$ cat config.mk
export PLATFORM = sky130hd
export DESIGN_NAME = bba_ctrl
export DESIGN_NICKNAME = d
export VERILOG_FILES = /design/src/rtl/bba_pkg.sv /design/src/rtl/bba_ctrl.sv
export SDC_FILE = /design/constraint.sdc
export NUM_CORES = 1
export LEC_CHECK = 0
export ABC_AREA = 1
export BUFFER_PORTS_ARGS = -buffer_cell sky130_fd_sc_hd__buf_2
export CAP_MARGIN = 20
export CORE_AREA = 5 5 42 44
export DETAILED_ROUTE_END_ITERATION = 8
export DIE_AREA = 0 0 47 49
export PLACE_DENSITY = 0.76
export SLEW_MARGIN = 20
export SYNTH_ARGS = -nofsm -noshare
export SYNTH_HDL_FRONTEND = slang
export SYNTH_SLANG_ARGS = --single-unit
export TNS_END_PERCENT = 30
$ cat constraint.sdc
create_clock -name clk -period 1.4 [get_ports clk]
set_clock_uncertainty 0.2 [all_clocks]
set_input_delay 0.07 -clock clk [delete_from_list [all_inputs] [get_ports clk]]
set_output_delay 0.07 -clock clk [all_outputs]
set_load 0.005 [all_outputs]
$ cat src/rtl/bba_pkg.sv
// Bitmap block allocator: shared types, codes and default sizes.
// No dependencies; every other file of the block but bba_ram refers to it.
package bba_pkg;

    localparam int ADDR_W   = 27;
    localparam int LEN_W    = 16;
    localparam int CFG_W    = 16;
    localparam int OP_W     = 3;
    localparam int STATUS_W = 2;
    localparam int USED_W   = 16;

    localparam int BLOCK_BYTES_DEF = 4096;
    localparam int MAX_BLOCKS_DEF  = 32768;
    localparam int WORD_BITS_DEF   = 32;

    typedef enum logic [OP_W-1:0] {
        OP_ALLOC_ONE = 3'd0,
        OP_ALLOC_RUN = 3'd1,
        OP_FREE_ONE  = 3'd2,
        OP_FREE_RUN  = 3'd3,
        OP_RESERVE   = 3'd4,
        OP_TEST      = 3'd5
    } op_t;

    typedef enum logic [STATUS_W-1:0] {
        ST_OK      = 2'd0,
        ST_NOSPACE = 2'd1,
        ST_RANGE   = 2'd2
    } status_t;

    typedef enum logic [3:0] {
        S_CLR,
        S_IDLE,
        S_DECODE,
        S_SRCH_RD,
        S_SRCH_EV,
        S_APP_RD,
        S_APP_WR,
        S_TEST_RD,
        S_TEST_EV,
        S_RESP
    } state_t;

    typedef struct packed {
        logic    req_load;
        logic    rd_en;
        logic    rd_test;
        logic    srch_step;
        logic    app_req;
        logic    app_srch;
        logic    app_wr;
        logic    test_load;
        logic    clr_wr;
        logic    status_wr;
        status_t status_val;
    } cmd_t;

    typedef struct packed {
        logic [OP_W-1:0] op;
        logic            len_zero;
        logic            range_bad;
        logic            test_bad;
        logic            hit;
        logic            srch_end;
        logic            app_last;
        logic            clr_last;
    } stat_t;

endpackage

$ cat src/rtl/bba_ctrl.sv
// Allocator controller: sequences clear pass, search, range update and test.
// Depends on bba_pkg; drives bba_dp through cmd_t and watches stat_t.
module bba_ctrl (
    input  logic            clk,
    input  logic            rst_n,
    input  logic            in_valid,
    output logic            in_ready,
    output logic            out_valid,
    input  logic            out_ready,
    input  bba_pkg::stat_t  stat,
    output bba_pkg::cmd_t   cmd
);

    bba_pkg::state_t state_reg, state_next;

    always_ff @(posedge clk or negedge rst_n)
    begin
        if (!rst_n)
        begin
            state_reg <= bba_pkg::S_CLR;
        end
        else
        begin
            state_reg <= state_next;
        end
    end

    always_comb
    begin
        state_next = state_reg;
        unique case (state_reg)
            bba_pkg::S_CLR:
            begin
                if (stat.clr_last)
                begin
                    state_next = bba_pkg::S_IDLE;
                end
            end
            bba_pkg::S_IDLE:
            begin
                if (in_valid)
                begin
                    state_next = bba_pkg::S_DECODE;
                end
            end
            bba_pkg::S_DECODE:
            begin
                priority case (stat.op)
                    bba_pkg::OP_ALLOC_ONE, bba_pkg::OP_ALLOC_RUN:
                        state_next = stat.len_zero ? bba_pkg::S_RESP : bba_pkg::S_SRCH_RD;
                    bba_pkg::OP_FREE_ONE, bba_pkg::OP_FREE_RUN, bba_pkg::OP_RESERVE:
                        state_next = (stat.len_zero || stat.range_bad) ? bba_pkg::S_RESP
                                                                       : bba_pkg::S_APP_RD;
                    bba_pkg::OP_TEST:
                        state_next = stat.test_bad ? bba_pkg::S_RESP : bba_pkg::S_TEST_RD;
                    default:
                        state_next = bba_pkg::S_RESP;
                endcase
            end
            bba_pkg::S_SRCH_RD:
                state_next = bba_pkg::S_SRCH_EV;
            bba_pkg::S_SRCH_EV:
            begin
                if (stat.hit)
                begin
                    state_next = bba_pkg::S_APP_RD;
                end
                else if (stat.srch_end)
                begin
                    state_next = bba_pkg::S_RESP;
                end
                else
                begin
                    state_next = bba_pkg::S_SRCH_RD;
                end
            end
            bba_pkg::S_APP_RD:
                state_next = bba_pkg::S_APP_WR;
            bba_pkg::S_APP_WR:
                state_next = stat.app_last ? bba_pkg::S_RESP : bba_pkg::S_APP_RD;
            bba_pkg::S_TEST_RD:
                state_next = bba_pkg::S_TEST_EV;
            bba_pkg::S_TEST_EV:
                state_next = bba_pkg::S_RESP;
            bba_pkg::S_RESP:
            begin
                if (out_ready)
                begin
                    state_next = bba_pkg::S_IDLE;
                end
            end
            default:
                state_next = bba_pkg::S_IDLE;
        endcase
    end

    always_comb
    begin
        cmd        = '0;
        in_ready   = 1'b0;
        out_valid  = 1'b0;
        cmd.status_val = bba_pkg::ST_OK;
        unique case (state_reg)
            bba_pkg::S_CLR:
                cmd.clr_wr = 1'b1;
            bba_pkg::S_IDLE:
            begin
                in_ready     = 1'b1;
                cmd.req_load = in_valid;
            end
            bba_pkg::S_DECODE:
            begin
                priority case (stat.op)
                    bba_pkg::OP_ALLOC_ONE, bba_pkg::OP_ALLOC_RUN:
                    begin
                        cmd.status_wr  = stat.len_zero;
                        cmd.status_val = bba_pkg::ST_RANGE;
                    end
                    bba_pkg::OP_FREE_ONE, bba_pkg::OP_FREE_RUN, bba_pkg::OP_RESERVE:
                    begin
                        cmd.status_wr  = stat.len_zero || stat.range_bad;
                        cmd.status_val = bba_pkg::ST_RANGE;
                        cmd.app_req    = !(stat.len_zero || stat.range_bad);
                    end
                    bba_pkg::OP_TEST:
                    begin
                        cmd.status_wr  = stat.test_bad;
                        cmd.status_val = bba_pkg::ST_RANGE;
                    end
                    default:
                        cmd.status_wr = 1'b0;
                endcase
            end
            bba_pkg::S_SRCH_RD:
                cmd.rd_en = 1'b1;
            bba_pkg::S_SRCH_EV:
            begin
                cmd.app_srch   = stat.hit;
                cmd.srch_step  = !stat.hit;
                cmd.status_wr  = !stat.hit && stat.srch_end;
                cmd.status_val = bba_pkg::ST_NOSPACE;
            end
            bba_pkg::S_APP_RD:
                cmd.rd_en = 1'b1;
            bba_pkg::S_APP_WR:
                cmd.app_wr = 1'b1;
            bba_pkg::S_TEST_RD:
            begin
                cmd.rd_en   = 1'b1;
                cmd.rd_test = 1'b1;
            end
            bba_pkg::S_TEST_EV:
                cmd.test_load = 1'b1;
            bba_pkg::S_RESP:
                out_valid = 1'b1;
            default:
                cmd.status_wr = 1'b0;
        endcase
    end

endmodule

==> results_dict.tcl <==
set metrics [dict create \
    run_status "complete, but fails checks" \
    violations "setup timing" \
    ys_ff_latch 4 \
    netlist_area_um2 468 \
    cts.path.max_buffers 2 \
    arrival_ns 1.30 \
    ys.flop_type "dfrtp_1" \
    hold_depth 4 \
    ir_worst_vdd_mv 0.812 \
    synth-edff-count 0 \
    dp_hpwl_mm 1.21 \
    critical_path_class "register to primary output" \
    start_util 0.334 \
    diodes 0 \
    synth_nets 99 \
    avgSynthCellArea_um2 5.51 \
    postLayoutCellArea_um2 877 \
    routed_wl_mm 1.75 \
    relSlewSlack 0.875 \
    cp_max_fo 3 \
    reg2reg_to "state_reg[2]" \
    cellLeakagePower_nw 0.516 \
    synth_adder_area_share 0 \
    syn_inst 85 \
    port_buffers 27 \
    tritoncts "yes" \
    postLayoutSetupSlackWorst_ns -0.168 \
    design.core.area_um2 1400 \
    gp_congestion 0.891 \
    area_growth_syn_to_layout_pct 87.4 \
    numCtsBuffers 3 \
    cts_root_buf "clkbuf_4" \
    min-delay-start "stat[0]" \
    hold_viol 0 \
    yosysTopAreaCell "dfrtp_1" \
    wl_per_cell_um 11.9 \
    grt_antenna_before_repair 0 \
    cp-start-kind "register" \
    cts_sinks 4 \
    num_rows 14 \
    muxShareOfSynthArea 0 \
    fp.dieH_um 49 \
    timing.fmax_mhz 638 \
    drtIter0Drc 5 \
    synth-async-reset-ratio 1.00 \
    power.density_nw_per_um2 1660 \
    grt_setup_unrepaired "true" \
    place_inst 135 \
    cp.required_ns 1.13 \
    crit_path_end_kind "primary output" \
    vias_per_cell 4.84 \
    grt_pass1_wl_mm 2.84 \
    first_pass_iters 3 \
    hold_path_class "primary input to register" \
    place_area_um2 676 \
    track_usage 0.163 \
    yosysWarnings 0 \
    dieArea_um2 2300 \
    synth.distinct_cells 16 \
    drc 0 \
    fin_cells 147 \
    vias 712 \
    ant_nets 0 \
    max_slew.worst_pin.slew_ns 0.187 \
    layout-drive-gt1-share 0.542 \
    synth_top_family_by_area "simple AND/OR/NAND/NOR gates" \
    clock_latency_ns 0.23 \
    htreeDepth 1 \
    synth-xor-area-share 0 \
    final_max_slew_viol_count 0 \
    r2r_cells 9 \
    yosysSeqAreaShare 0.214 \
    largest_reg_flops 4 \
    grt_max_degree 7 \
    synth_compound_area_frac 0.104 \
    synth-simple-area-share 0.545 \
    fp.dieW_um 47 \
    fin_crit_ns 1.57 \
    hold_end "state_reg[0]" \
    worstReg2RegStart "state_reg[3]" \
    clk_pin_slew_ns 0.04 \
    place_ws_ns -0.0483 \
    nets 147 \
    max_cap_viol_count 0 \
    finalSetupViolations 16 \
    synth_top_area_frac 0.214 \
    whs_ns 0.0316 \
    io_pins 28 \
    ys_top_cells_by_area "dfrtp_1 (21%), nand2_1 (19%), inv_1 (11%)" \
    overflow 0 \
    grt_pass1_vias 711 \
    fin_crit_sh 1.12 \
    rrSetupSlack_ns -0.10 \
]
==> per-stage QoR <==
step / power (mW) / TNS [ns] / util
CTS: 1.35 / -0.819 / 0.599
global placement: 0.949 / 0 / 0.482
global route: 1.56 / -2.24 / 0.626
detailed placement: 0.965 / -0.0547 / 0.482
floorplan: 0.644 / 0 / -
finish: 1.45 / -1.25 / 0.626
==> cell families after synthesis <==
kind of cell,count (synthesis)
AO/OA/AOI/OAI,8
AND/OR/NAND/NOR,56
buffers and inverters,17
flip-flops,4
==> critical path, cell delays in order (launching register included) <==
cell and delay, ns:
dfrtp_1 0.41, inv_2 0.10, nand2_2 0.08, nor3_4 0.16, inv_2 0.07, o21bai_1 0.11, buf_2 0.12
==> power by group <==
part           internal, mW  switching [mW]
registers             0.171          0.0811
clock network        0.0958          0.0453
logic                 0.476           0.583
total                 0.744           0.710
==> routing by layer <==
metal  routed length (µm)  part of all wire  global-route usage
met3                   74             0.042              0.0369
met5                    0                 0                   0
met4                   17            0.0097              0.0553
met2                  987              0.56               0.296
met1                  672              0.38               0.173
==> worst max path at each step <==
stage | from | to | depth (start not counted)
after floorplan | state_reg[3] | cmd[2] | 5
after global placement | state_reg[0] | state_reg[3] | 8
after detailed placement | state_reg[0] | state_reg[3] | 8
after CTS | state_reg[2] | cmd[2] | 6
after global routing | state_reg[3] | cmd[2] | 6
final | state_reg[3] | cmd[2] | 6
==> synth_stat cells (3+ instances only) <==
library cell,count
nand2_1,24
inv_1,14
nor2_1,11
nand3_1,6
a21oi_1,4
dfrtp_1,4
nand4_1,4
nor2_2,4
inv_2,3
nand2_2,3
nor3_1,3
==> repair_timing <==
action / in CTS / in global routing
resized for setup: 20 / 9
endpoints found under the hold margin: 6 / 0
hold buffers: 4 / 0
pin swaps: 4 / 4
setup endpoints to repair: 14 / 18
setup buffers: 5 / 0
==> layout by cell type, fill, tap and decap left out <==
master         synthesis  final
a21oi_2                1      2
a21oi_1                4      3
nor3_2                 1      2
o21a_1                 1      1
dfrtp_2                0      2
nor2_4                 0      2
nand2_1               24     19
nand3_1                6      5
nand2_2                3      4
inv_2                  3      3
inv_1                 14     12
nand3_2                0      1
clkbuf_4               0      3
nand2_4                0      4
o21ai_1                1      1
buf_6                  0      2
nor2_2                 4      5
buf_4                  0     10
buf_2                  0     27
dlygate4sd3_1          0      4
dfrtp_1                4      2
o21bai_1               1      1
nor3_4                 0      2
nor2_1                11      8
inv_4                  0      2
nand4_1                4      4
==> final cells by class <==
class	count	area (µm²)
Clock buffer	3	22.5
Fill cell	131	524
Inverter	17	68.8
Multi-Input combinational cell	64	390
Sequential cell	4	103
Tap cell	16	20.0
Timing Repair Buffer	43	273
No activity file was read; power rests on OpenSTA's default activity.
